`config.mk`:
```
export PLATFORM = sky130hd
export DESIGN_NAME = tsci_front
export DESIGN_NICKNAME = d
export VERILOG_FILES = /design/src/tsci_pkg.sv /design/src/tsci_front.sv
export SDC_FILE = /design/constraint.sdc
export NUM_CORES = 1
export LEC_CHECK = 0
export BUFFER_PORTS_ARGS = -buffer_cell sky130_fd_sc_hd__clkbuf_2
export CAP_MARGIN = 40
export CORE_MARGIN = 5
export CORE_UTILIZATION = 40
export CTS_CLUSTER_DIAMETER = 200
export DETAILED_ROUTE_END_ITERATION = 8
export GPL_TIMING_DRIVEN = 0
export PLACE_DENSITY = 0.68
export SYNTH_ARGS = -nofsm -noshare
export SYNTH_HDL_FRONTEND = slang
export SYNTH_SLANG_ARGS = --single-unit
export TNS_END_PERCENT = 20
```
`constraint.sdc`:
```
create_clock -name clock -period 3.4 [get_ports clock]
set_input_delay 0.34 -clock clock [delete_from_list [all_inputs] [get_ports clock]]
set_output_delay 0.34 -clock clock [all_outputs]
set_load 0.005 [all_outputs]
```
`src/tsci_pkg.sv`:
```
package tsci_pkg;

   localparam int MAX_SEGMENTS_DEF = 256;

   localparam int REQ_DATA_W = 72;
   localparam int RSP_DATA_W = 144;
   localparam int CSR_DATA_W = 32;
   localparam int CSR_INDEX_W = 2;

   localparam logic [CSR_INDEX_W-1:0] CSR_ENABLE   = 2'd0;
   localparam logic [CSR_INDEX_W-1:0] CSR_BYTE_RATE = 2'd1;
   localparam logic [CSR_INDEX_W-1:0] CSR_CAPACITY = 2'd2;

   localparam logic [23:0] BPS_RESET = 24'd176400;
   localparam logic [31:0] CAPACITY_RESET = 32'd268435456;
   localparam logic [9:0]  MS_PER_SECOND = 10'd1000;
   localparam logic [1:0]  EXTEND_SLACK_MS = 2'd2;

   localparam int NUM_W = 43;
   localparam int DIV_COUNT_W = 6;

   typedef enum logic {
      OP_WRITE = 1'b0,
      OP_FIND  = 1'b1
   } op_type;

   typedef struct packed {
      op_type      op;
      logic [31:0] position_ms;
      logic [23:0] byte_count;
      logic [15:0] tolerance_ms;
   } req_type;

   typedef struct packed {
      logic [31:0] start_ms;
      logic [31:0] length_ms;
      logic [31:0] size_bytes;
   } seg_type;

   typedef struct packed {
      logic        hit_found;
      logic [31:0] seg_start_ms;
      logic [31:0] seg_length_ms;
      logic [31:0] seg_bytes;
      logic [31:0] cached_bytes;
      logic [8:0]  stored_segments;
      logic        write_skipped;
   } rsp_type;

endpackage

```
`src/tsci_front.sv`:
```
module tsci_front (
   input  logic                             clock,
   input  logic                             reset,
   input  logic                             req_tvalid,
   output logic                             req_tready,
   input  logic [tsci_pkg::REQ_DATA_W-1:0]  req_tdata,
   input  logic                             req_tuser,
   output logic                             item_valid,
   output tsci_pkg::req_type                item,
   input  logic                             item_pop
);
   import tsci_pkg::*;

   req_type    q_ff [2];
   logic       wr_ptr_ff;
   logic       rd_ptr_ff;
   logic [1:0] fill_ff;
   logic       push;
   logic       pop;
   req_type    incoming;

   always_comb begin
      incoming.op           = req_tuser ? OP_FIND : OP_WRITE;
      incoming.position_ms  = req_tdata[31:0];
      incoming.byte_count   = req_tdata[55:32];
      incoming.tolerance_ms = req_tdata[71:56];
   end

   assign req_tready = (fill_ff != 2'd2);
   assign push       = req_tvalid && req_tready;
   assign item_valid = (fill_ff != 2'd0);
   assign pop        = item_valid && item_pop;
   assign item       = q_ff[rd_ptr_ff];

   always_ff @(posedge clock) begin
      if (push) begin
         q_ff[wr_ptr_ff] <= incoming;
      end
   end

   always_ff @(posedge clock) begin
      if (reset) begin
         wr_ptr_ff <= 1'b0;
         rd_ptr_ff <= 1'b0;
         fill_ff   <= 2'd0;
      end else begin
         if (push) begin
            wr_ptr_ff <= ~wr_ptr_ff;
         end
         if (pop) begin
            rd_ptr_ff <= ~rd_ptr_ff;
         end
         if (push && !pop) begin
            fill_ff <= fill_ff + 2'd1;
         end else if (pop && !push) begin
            fill_ff <= fill_ff - 2'd1;
         end
      end
   end

endmodule

```
# After elaboration in Yosys (flattened, before gate mapping)
# Memory sizes are Yosys's and may differ from the RTL's. A register that Yosys moved wholly into a read port is not among the register bits.
# Cells that the tools add are included.
# word_totals
input_bits	77
mem_bits_rw	146
word_cells	24
register_bits	4
n_memories	1
# classes
muxes	7
n_bitwise	2
n_eq_ne	1
reduce_logical	8
add_sub_neg	2
# memory_table
name	words	word_bits	read_ports	rd_ports_with_merged_regs	write_ports	line_no	rtl
q_ff	2	73	1	1	1	tsci_front.sv:14	req_type q_ff [2];
# op_table
operator	n
$mux W1	5
$logic_and A1 B1 Y1	4
$mux W2	2
$reduce_bool A2 Y1	2
$add A2 B1 Y2 const B	1
$logic_not A1 Y1	2
$ne A2 B2 Y1 const B	1
$not A1 Y1	2
$sub A2 B1 Y2 const B	1

# Depth between registers and ports, before layout
# Gate-level depths: netlist (run 1).
# depth
ltp_word	6
mapped_depth	6
mapped_depth_nobuf	6

# Worst setup path after synthesis (run 1)
# Ideal clock, no wire load.
# synth_timing
kind	register to register
from	reg fill_ff[0]
to	mem q_ff[1][0] in the netlist's numbering (enable)
stages_incl_launch_ff	3
arrival_time_ns	2.352
setup_slack_ns	0.609
t_required_ns	2.961
setup_ns	0.439
path_cell_list	dfxtp_1 -> nand2b_1 -> and3_1
# synth_between
elab_chain_len	4
# synth_lines
element	line_no	rtl
start: declaration	tsci_front.sv:17	logic [1:0] fill_ff;
start signal: assignment	tsci_front.sv:54	fill_ff <= fill_ff + 2'd1;
start signal: assignment	tsci_front.sv:56	fill_ff <= fill_ff - 2'd1;
$ne A2 B2 Y1	tsci_front.sv:29	assign req_tready = (fill_ff != 2'd2);
via req_tready	tsci_front.sv:5	output logic req_tready,
$logic_and A1 B1 Y1	tsci_front.sv:30	assign push = req_tvalid && req_tready;
$mux W1	tsci_front.sv:36	if (push) begin
$mux W1 (not written as such)	tsci_front.sv:37	q_ff[wr_ptr_ff] <= incoming;
end: declaration	tsci_front.sv:14	
# The timed path passes the listed nets, and every way through them passes these cells.

==> impl_metrics.py, run 1 <==
metrics = {
    "status": {
        "status": "complete, no violations",
    },
    "timing": {
        "worst_pin_slew_ps": 516,
        "setup_viol": 0,
        "fin_crit_sh_pct": 61.3,
        "finalHoldViolCount": 0,
        "finalClockSkew_ps": 10.9,
        "fin_crit_ps": 2080,
        "maxSlewViolCount": 0,
        "rsz0062_at_grt": "no",
        "fin_hold_ws_ps": 114,
        "relSlewSlack_pct": 65.6,
        "max_freq_ghz": 0.480,
    },
    "placed_design": {
        "dpl.hpwl_um": 6890,
        "dpl-instance-area_um2": 6510,
        "placement.io_buffers": 151,
        "gp_congestion": 0.676,
    },
    "route": {
        "ant_nets": 0,
        "wire_per_inst_um": 16.5,
        "routed_wl_um": 10100,
        "drtPass1Iterations": 4,
        "routed_via_density": 4.71,
        "vias": 2877,
        "drtIter0Drc": 126,
        "remaining_drc_errors": 0,
    },
    "clocking": {
        "clkLatencyLatePin_ps": 410,
        "htreeDepth": 4,
        "numCtsBuffers": 17,
        "cts_max_path_buffers": 2,
        "clk_pin_slew_ps": 60,
        "cts-resized-gates": 0,
        "cts_num_sinks": 151,
        "holdBufCountCts": 0,
        "root_buffer": "clkbuf_16",
        "cts_setup_buffers": 0,
        "cts_tree": "built",
    },
    "power_and_ir_drop": {
        "power_density_nw_per_um2": 768,
        "p_leak_uw": 0.00271,
        "ir_drop_v": 0.000404,
    },
    "global_route": {
        "grt_start_max_net_pins": 40,
        "grt_pass1_wl_um": 15800,
        "grt_overflow_total": 0,
        "grt_pass1_vias": 3097,
        "track_usage_pct": 12.9,
        "antenna_found_initial": 0,
    },
    "logic_synthesis": {
        "syn_area_per_cell_um2": 21.9,
        "yosysWarnings": 0,
        "yosysUniqueCellTypes": 18,
        "syn_nets": 329,
        "syn_inst": 251,
        "synth-seq-area-share_pct": 81.7,
        "ys_ff_latch": 151,
        "synthesis.area_um2": 5490,
    },
    "setup_path": {
        "end_kind": "primary output",
        "critPathKind": "reg -> out",
        "reg2regPathDepth": 4,
        "cp_cell_sequence": "buf_2, buf_4, mux2_2, clkbuf_2",
        "worstSetupStartpointType": "flip-flop",
        "slowest_stage": "mux2_2",
        "slowest_delay_ps": 370,
        "critPathRequiredTime_ps": 3060,
        "path_max_fanout": 10,
        "arrival_ps": 1740,
    },
    "cells_and_area": {
        "finish.instance_area_um2": 7130,
        "drive_gt1_share_pct": 60.2,
        "post-route-util_pct": 53.4,
        "nets": 501,
        "areaGrowthSynthToFinish_pct": 29.9,
        "diodes": 0,
    },
    "worst_hold_path": {
        "holdCritPathClass": "in -> reg",
        "hold_path_depth": 1,
    },
    "floorplanning": {
        "row_count": 42,
        "fp.dieH_um": 127,
        "fp.coreArea_um2": 13300,
        "pin_count": 152,
        "die_w_um": 127,
        "die_area_um2": 16200,
        "initial_core_util_pct": 41.1,
    },
    "job": {
        "max_cap_violations": 0,
    },
}
cell usage in the layout (no fill, tap or decap), drive strengths merged:
master	Yosys	routed
buf	8	10
dfxtp	5	5
inv	1	1
clkbuf	0	170
a21bo	1	1
or2	1	1
nand3b	1	1
a21oi	2	2
mux2	73	73
o21ai	2	2
nand2b	1	1
xor2	3	3
edfxtp	146	146
bufinv	0	5
and2	1	1
nor2	3	3
and3	1	1
clkinv	0	7
or3	1	1
ha	1	1
logic make-up (layout without fill, tap and decap cells):
logic type,Yosys count,count (layout),synth area share (%)
adder cells (fa/ha/maj),1,1,0.228
AO/OA/AOI/OAI,5,5,0.547
flip-flops,151,151,81.7
AND/OR/NAND/NOR,9,9,0.913
XOR/XNOR,3,3,0.479
multiplexers,73,73,15.0
buffers and inverters,9,193,1.12
cell type report:
type	instances	area [um^2]
Inverter	1	6.26
Sequential cell	151	4480
Fill cell	1138	6220
Tap cell	176	220
Multi-Input combinational cell	91	946
Clock inverter	12	183
Timing Repair Buffer	153	796
Clock buffer	19	433
Buffer	8	57.6
synth_stat cells (all sizes together):
cell type	instances	share of area, %
edfxtp	146	80
mux2	73	15
buf	8	1.0
dfxtp	5	1.8
nor2	3	0.21
xor2	3	0.48
a21oi	2	0.18
o21ai	2	0.18
a21bo	1	0.18
and2	1	0.11
and3	1	0.11
ha	1	0.23
inv	1	0.068
nand2b	1	0.11
nand3b	1	0.14
or2	1	0.11
or3	1	0.11
stage by stage:
| stage | setup slack [ps] | power, uW | setup TNS [ps] | instances |
|---|---|---|---|---|
| after floorplan | 609 | 3090 | 0 | 251 |
| after global placement | -345 | 3570 | -24720 | 578 |
| after detailed placement | 1550 | 3600 | 0 | 580 |
| after CTS | 1250 | 5560 | 0 | 611 |
| after global routing | 1210 | 5750 | 0 | 611 |
| final | 1320 | 5470 | 0 | 611 |
registers in the layout, summed over array words and instances (netlist names), named ones only:
register   flops
wr_ptr_ff      1
rd_ptr_ff      1
fill_ff        2
q_ff         146
worst max-delay path, delay by kind of cell, from the launching register on:
family	cells	cell delay, ps
buffers and inverters	3	660
multiplexers	1	370
flip-flops	1	300
power by group:
group / total, uW / switching (uW) / internal (uW)
Sequential: 2380 / 56.3 / 2320
Combinational: 1140 / 556 / 586
Clock: 1950 / 664 / 1280
final timing paths:
kind                             to               startpoint  slack (ps)
max                        item[64]                flip-flop        1320
min           q_ff[0][24]$_DFFE_PP_            req_tdata[40]         110
max reg2reg   q_ff[0][71]$_DFFE_PP_  fill_ff[0]$_SDFFE_PP0P_        1560
min reg2reg  rd_ptr_ff$_SDFFE_PP0P_   rd_ptr_ff$_SDFFE_PP0P_         510
per-layer routing:
layer	routed length (um)	track usage (%)
met4	170	5.87
met5	0	0
met1	4060	14.7
met2	5100	21.5
met3	725	4.84
(Power assumes the default switching activity.)
==> run 2: changes to the inputs <==
--- a/config.mk
+++ b/config.mk
@@ -5,6 +5,7 @@
 export SDC_FILE = /design/constraint.sdc
 export NUM_CORES = 1
 export LEC_CHECK = 0
+export ABC_AREA = 1
 export BUFFER_PORTS_ARGS = -buffer_cell sky130_fd_sc_hd__clkbuf_2
 export CAP_MARGIN = 40
 export CORE_MARGIN = 5
@@ -12,7 +13,7 @@
 export CTS_CLUSTER_DIAMETER = 200
 export DETAILED_ROUTE_END_ITERATION = 8
 export GPL_TIMING_DRIVEN = 0
-export PLACE_DENSITY = 0.68
+export PLACE_DENSITY = 0.67
 export SYNTH_ARGS = -nofsm -noshare
 export SYNTH_HDL_FRONTEND = slang
 export SYNTH_SLANG_ARGS = --single-unit
==> constraint.sdc (replaced) <==
create_clock -name clock -period 2 [get_ports clock]
set_input_delay 0.2 -clock clock [delete_from_list [all_inputs] [get_ports clock]]
set_output_delay 0.2 -clock clock [all_outputs]
set_load 0.005 [all_outputs]
==> run 2 against run 1 <==
Highest routed layer unchanged; clock power increased by 53%; critical path type is now reg -> reg; clock skew decreased by 7.2 ps; via count increased by 9.5%.
==> impl_metrics.py, run 2 <==
metrics = {
    "clocking": {
        "cts_num_sinks": 151,
        "root_buffer": "clkbuf_16",
        "htreeDepth": 4,
        "cts_tree": "built",
        "numCtsBuffers": 17,
        "clkLatencyLatePin_ps": 400,
        "clk_pin_slew_ps": 60,
        "cts-resized-gates": 0,
        "cts_max_path_buffers": 2,
    },
    "route": {
        "drtIter0Drc": 106,
        "vias": 3151,
        "ant_nets": 0,
        "remaining_drc_errors": 0,
        "routed_wl_um": 10700,
        "drtPass1Iterations": 4,
        "wire_per_inst_um": 15.1,
        "routed_via_density": 4.44,
    },
    "global_route": {
        "grt_pass1_vias": 3419,
        "antenna_found_initial": 0,
        "grt_overflow_total": 0,
        "grt_start_max_net_pins": 28,
        "track_usage_pct": 13.0,
        "grt_pass1_wl_um": 16600,
    },
    "logic_synthesis": {
        "ys_async_sr_fraction_pct": 0,
        "synthTopCellsByArea": "edfxtp_1 (75%), mux2_4 (18%), buf_12 (2.4%)",
        "yosysWarnings": 0,
        "ys_top_cells_by_count": "edfxtp_1 (146), mux2_4 (70), nand2_1 (9), inv_1 (8)",
        "yosys.area.top_type": "edfxtp_1",
        "syn_area_per_cell_um2": 22.2,
        "syn_nets": 342,
        "postSynth.topFlopCell": "edfxtp_1",
        "yosysMostFrequentCell": "edfxtp_1",
        "ys_ff_latch": 151,
        "synth_edf_count": 146,
        "synthesis.area_um2": 5860,
        "yosysUniqueCellTypes": 14,
        "synth_top_area_share_pct": 74.8,
        "syn_inst": 264,
        "synth-seq-area-share_pct": 76.5,
    },
    "power_and_ir_drop": {
        "p_leak_uw": 0.00334,
        "p_total_uw": 9560,
        "ir_drop_v": 0.000620,
        "power_density_nw_per_um2": 1150,
    },
    "floorplanning": {
        "pin_count": 152,
        "fp.coreArea_um2": 14400,
        "die_w_um": 131,
        "die_area_um2": 17200,
        "initial_core_util_pct": 40.6,
        "fp.dieH_um": 131,
        "row_count": 44,
    },
    "cells_and_area": {
        "diodes": 0,
        "nets": 590,
        "reg_top3": "q_ff x146, fill_ff x2",
        "areaGrowthSynthToFinish_pct": 41.6,
        "drive_gt1_share_pct": 51.6,
        "layout_commonest_cell": "clkbuf_2",
        "fill_cells": 1126,
        "multiInputGateArea_um2": 1220,
        "regArea_um2": 4490,
        "largest_register_ffs": 146,
        "final_cell_mix": "clkbuf_2 (151), edfxtp_1 (146), dlygate4sd3_1 (73)",
        "top_register": "q_ff",
    },
    "timing": {
        "max_freq_ghz": 0.532,
        "fin_tns_setup_ps": 0,
        "relSlewSlack_pct": 40.0,
        "setup_viol": 0,
        "finalClockSkew_ps": 3.67,
        "finalHoldViolCount": 0,
        "maxSlewViolCount": 0,
        "setup_ws_ps": 119,
        "fin_crit_sh_pct": 94.1,
        "fin_crit_ps": 1880,
        "rsz0062_at_grt": "no",
        "worst_pin_slew_ps": 898,
        "fin_hold_ws_ps": 81.2,
    },
    "setup_path": {
        "path_max_fanout": 24,
        "endpoint": "q_ff[0][36]$_DFFE_PP_",
        "arrival_ps": 2000,
        "rr_endpoint": "q_ff[0][36]$_DFFE_PP_",
        "r2r-start": "fill_ff[0]$_SDFFE_PP0P_",
        "worstSetupStartpointType": "flip-flop",
        "path_common_cell": "buf_16",
        "startpoint": "fill_ff[0]$_SDFFE_PP0P_",
        "critPathKind": "reg -> reg",
        "end_kind": "flip-flop",
        "critPathRequiredTime_ps": 2110,
        "slowest_stage": "nor2_4",
        "rrSetupSlack_ps": 120,
        "slowest_delay_ps": 620,
        "reg2regPathDepth": 6,
        "cp_cell_sequence": "inv_2, nand2_2, nand2_4, nor2_4, buf_16, buf_16",
    },
    "job": {
        "max_cap_violations": 0,
    },
    "placed_design": {
        "dpl.hpwl_um": 7130,
        "gp_congestion": 0.677,
        "placement.io_buffers": 151,
        "pre_cts_ws_ps": 63.1,
    },
    "worst_hold_path": {
        "holdCritPathClass": "in -> reg",
    },
    "status": {
        "status": "complete, no violations",
    },
}
run 2: cells by family (layout without fill, tap and decap cells):
kind of cell / Yosys count / count (layout) / share of synthesized area (%)
AO/OA/AOI/OAI: 4 / 4 / 0.342
adder cells (fa/ha/maj): 1 / 1 / 0.214
buffers and inverters: 16 / 277 / 3.10
flip-flops: 151 / 151 / 76.5
multiplexers: 73 / 73 / 18.5
AND/OR/NAND/NOR: 19 / 19 / 1.30
run 2: what timing repair did:
| action | 4_1_cts | 5_1_grt |
|---|---|---|
| buffers inserted | 0 | 0 |
| endpoints found under the hold margin | 146 | 0 |
| endpoints found under the setup margin | 0 | 16 |
| hold buffers | 73 | 0 |
run 2: power by group:
| group | switching [uW] | internal (uW) |
|---|---|---|
| logic | 1060 | 1410 |
| clock network | 1160 | 1810 |
| registers | 114 | 4000 |
| total | 2340 | 7230 |
run 2: through the flow:
step / util, % / instance area, um^2 / instances
finish: 57.5 / 8290 / 709
global route: 57.5 / 8290 / 709
CTS: 57.5 / 8290 / 709
detailed placement: 48.5 / 7000 / 604
global placement: 47.6 / 6870 / 599
floorplan: - / 5890 / 264
run 2: worst max-delay path: cells and delay by family (launching register included):
| family | cells | cell delay, ps |
|---|---|---|
| flops | 1 | 330 |
| simple gates | 3 | 800 |
| buf+inv | 3 | 440 |
run 2: worst min path at each step:
stage | endpoint | slack (ps) | cells after the start | startpoint
after floorplan | q_ff[0][0]$_DFFE_PP_ | 300 | 0 | req_tdata[56]
after global placement | q_ff[1][66]$_DFFE_PP_ | 390 | 1 | req_tdata[26]
after detailed placement | q_ff[0][19]$_DFFE_PP_ | 390 | 1 | req_tdata[35]
after CTS | fill_ff[1]$_SDFFE_PP0P_ | 50 | 4 | reset
after global routing | fill_ff[1]$_SDFFE_PP0P_ | 60 | 4 | reset
final | fill_ff[1]$_SDFFE_PP0P_ | 80 | 4 | reset
run 2: cell type report:
| type | count | share of cell area (%) |
|---|---|---|
| Buffer | 8 | 1.83 |
| Clock buffer | 17 | 5.13 |
| Clock inverter | 15 | 1.64 |
| Inverter | 8 | 0.362 |
| Multi-Input combinational cell | 97 | 14.7 |
| Sequential cell | 151 | 54.1 |
| Tap cell | 184 | 2.78 |
| Timing Repair Buffer | 229 | 19.5 |
run 2: layer usage:
metal	GRT usage, %	routed length (um)
met1	14.5	4130
met2	22.7	5650
met3	4.31	743
met4	5.44	153
met5	0	0
==> run 3: changes to the inputs <==
--- a/config.mk
+++ b/config.mk
@@ -5,15 +5,14 @@
 export SDC_FILE = /design/constraint.sdc
 export NUM_CORES = 1
 export LEC_CHECK = 0
-export ABC_AREA = 1
-export BUFFER_PORTS_ARGS = -buffer_cell sky130_fd_sc_hd__clkbuf_2
+export BUFFER_PORTS_ARGS = -buffer_cell sky130_fd_sc_hd__buf_2
 export CAP_MARGIN = 40
 export CORE_MARGIN = 5
 export CORE_UTILIZATION = 40
 export CTS_CLUSTER_DIAMETER = 200
 export DETAILED_ROUTE_END_ITERATION = 8
 export GPL_TIMING_DRIVEN = 0
-export PLACE_DENSITY = 0.67
+export PLACE_DENSITY = 0.68
 export SYNTH_ARGS = -nofsm -noshare
 export SYNTH_HDL_FRONTEND = slang
 export SYNTH_SLANG_ARGS = --single-unit
==> constraint.sdc (replaced) <==
create_clock -name clock -period 2.3 [get_ports clock]
set_input_delay 0.23 -clock clock [delete_from_list [all_inputs] [get_ports clock]]
set_output_delay 0.23 -clock clock [all_outputs]
set_load 0.005 [all_outputs]
==> run 3 against run 2 <==
Worst hold slack got worse by 32 ps; power fell by 18%; clock power fell by 15%; via count fell by 2.0%; clock-buffer cell count rose by 3; sequential share of layout area rose by 3.4 points; sequential power fell by 14%; combinational power fell by 28%; largest power group unchanged; final cell count fell by 3.5%.
==> impl_metrics.py, run 3 (synthesized netlist as in run 1, its figures left out) <==
metrics = {
    "floorplanning": {
        "fp.dieH_um": 127,
        "die_w_um": 127,
        "initial_core_util_pct": 41.1,
        "die_area_um2": 16200,
        "fp.coreArea_um2": 13300,
        "pin_count": 152,
        "row_count": 42,
    },
    "route": {
        "drtPass1Iterations": 4,
        "remaining_drc_errors": 0,
        "vias": 3088,
        "ant_nets": 0,
        "drtIter0Drc": 133,
        "routed_wl_um": 10700,
        "routed_via_density": 4.51,
        "wire_per_inst_um": 15.7,
    },
    "global_route": {
        "grt_pass1_vias": 3473,
        "grt_pass1_wl_um": 17000,
        "grt_start_max_net_pins": 45,
        "grt_overflow_total": 0,
        "antenna_found_initial": 0,
        "track_usage_pct": 13.9,
    },
    "setup_path": {
        "rrSetupSlack_ps": 480,
        "critPathKind": "reg -> out",
        "path_delay_family": "buffers and inverters",
        "arrival_ps": 1750,
        "worst-path-buf-inv": 3,
        "path_max_fanout": 10,
        "end_kind": "primary output",
        "r2r-start": "fill_ff[0]$_SDFFE_PP0P_",
        "critPathRequiredTime_ps": 2070,
        "worstSetupStartpointType": "flip-flop",
        "slowest_stage": "mux2_2",
        "slowest_delay_ps": 360,
        "cp_cell_sequence": "buf_2, buf_4, mux2_2, buf_2",
        "path_common_cell": "buf_2",
    },
    "cells_and_area": {
        "drive_gt1_share_pct": 51.6,
        "final-instance-count-excl-fill": 684,
        "diodes": 0,
        "largest_register_ffs": 146,
        "final_cell_mix": "buf_2 (152), edfxtp_1 (146), mux2_2 (73), dlygate4sd3_1 (73), clkbuf_16 (17)",
        "reg_top3": "q_ff x146, fill_ff x2",
        "nets": 574,
        "post-route-util_pct": 58.4,
        "areaGrowthSynthToFinish_pct": 42.2,
        "layout_commonest_cell": "buf_2",
        "top_register": "q_ff",
        "fill_cells": 1061,
    },
    "timing": {
        "maxSlewViolCount": 0,
        "relSlewSlack_pct": 67.5,
        "fin_tns_setup_ps": 0,
        "setup_viol": 0,
        "finalClockSkew_ps": 6.44,
        "worst_pin_slew_ps": 487,
        "fin_crit_sh_pct": 86.1,
        "rsz0062_at_grt": "no",
        "fin_crit_ps": 1980,
        "fin_hold_ws_ps": 48.8,
        "setup_ws_ps": 320,
        "max_freq_ghz": 0.505,
        "finalHoldViolCount": 0,
    },
    "placed_design": {
        "placement.io_buffers": 151,
        "gp_congestion": 0.681,
        "placed_cells": 580,
        "pre_cts_ws_ps": 457,
        "dpl.hpwl_um": 6790,
    },
    "clocking": {
        "numCtsBuffers": 17,
        "root_buffer": "clkbuf_16",
        "cts_max_path_buffers": 2,
        "htreeDepth": 4,
        "cts_num_sinks": 151,
        "clkLatencyLatePin_ps": 410,
        "cts_tree": "built",
        "cts-resized-gates": 0,
        "clk_pin_slew_ps": 50,
    },
    "worst_hold_path": {
        "holdCritStartpoint": "reset",
        "holdCritPathClass": "in -> reg",
    },
    "status": {
        "status": "complete, no violations",
    },
    "power_and_ir_drop": {
        "p_leak_uw": 0.00295,
        "ir_drop_v": 0.000561,
        "power_density_nw_per_um2": 1010,
    },
    "job": {
        "max_cap_violations": 0,
    },
}
## run 3: report_power, final
group	switching, uW	leakage [uW]	total, uW	internal [uW]
logic	832	0.00129	1790	960
registers	84.0	0.00140	3520	3440
clock network	964	0.000260	2530	1570
total	1880	0.00295	7850	5970
## run 3: path summary, 6_finish.rpt
check,end,cells past startpoint
setup / recovery,item[18],4
hold / removal,wr_ptr_ff$_SDFFE_PP0P_,2
setup reg to reg,q_ff[0][33]$_DFFE_PP_,4
hold reg to reg,flip-flop,2
## run 3: layer usage
layer,track usage (%),routed length [um],up-vias
met3,4.72,680,13
met2,25.2,5850,93
met1,14.4,4020,1493
met4,6.25,182,0
li1,-,-,1489
met5,0,0,-
## run 3: through the flow
step,area (um^2),power [uW]
detailed placement,6530,5310
global route,7800,8260
global placement,6460,5270
floorplan,5490,4560
CTS,7800,7980
finish,7800,7850
## run 3: worst reg2reg max path: stages, from the launching register on
cell and delay [ps]:
dfxtp_1 400, nand2b_1 220, nand3b_1 170, inv_4 380, buf_16 310
## run 3: final cells by class
cell class	count	area, um^2	share of cell area (%)
Timing Repair Buffer	226	1540	19.8
Tap cell	176	220	2.82
Buffer	8	57.6	0.738
Sequential cell	151	4480	57.5
Clock buffer	20	437	5.60
Clock inverter	11	109	1.40
Multi-Input combinational cell	91	946	12.1
Inverter	1	6.26	0.0802
## run 3: timing repair
item                       4_1_cts  5_1_grt
setup endpoints to repair        0        0
hold buffers                    73        0
hold endpoints to repair       146        0
setup buffers                    0        0
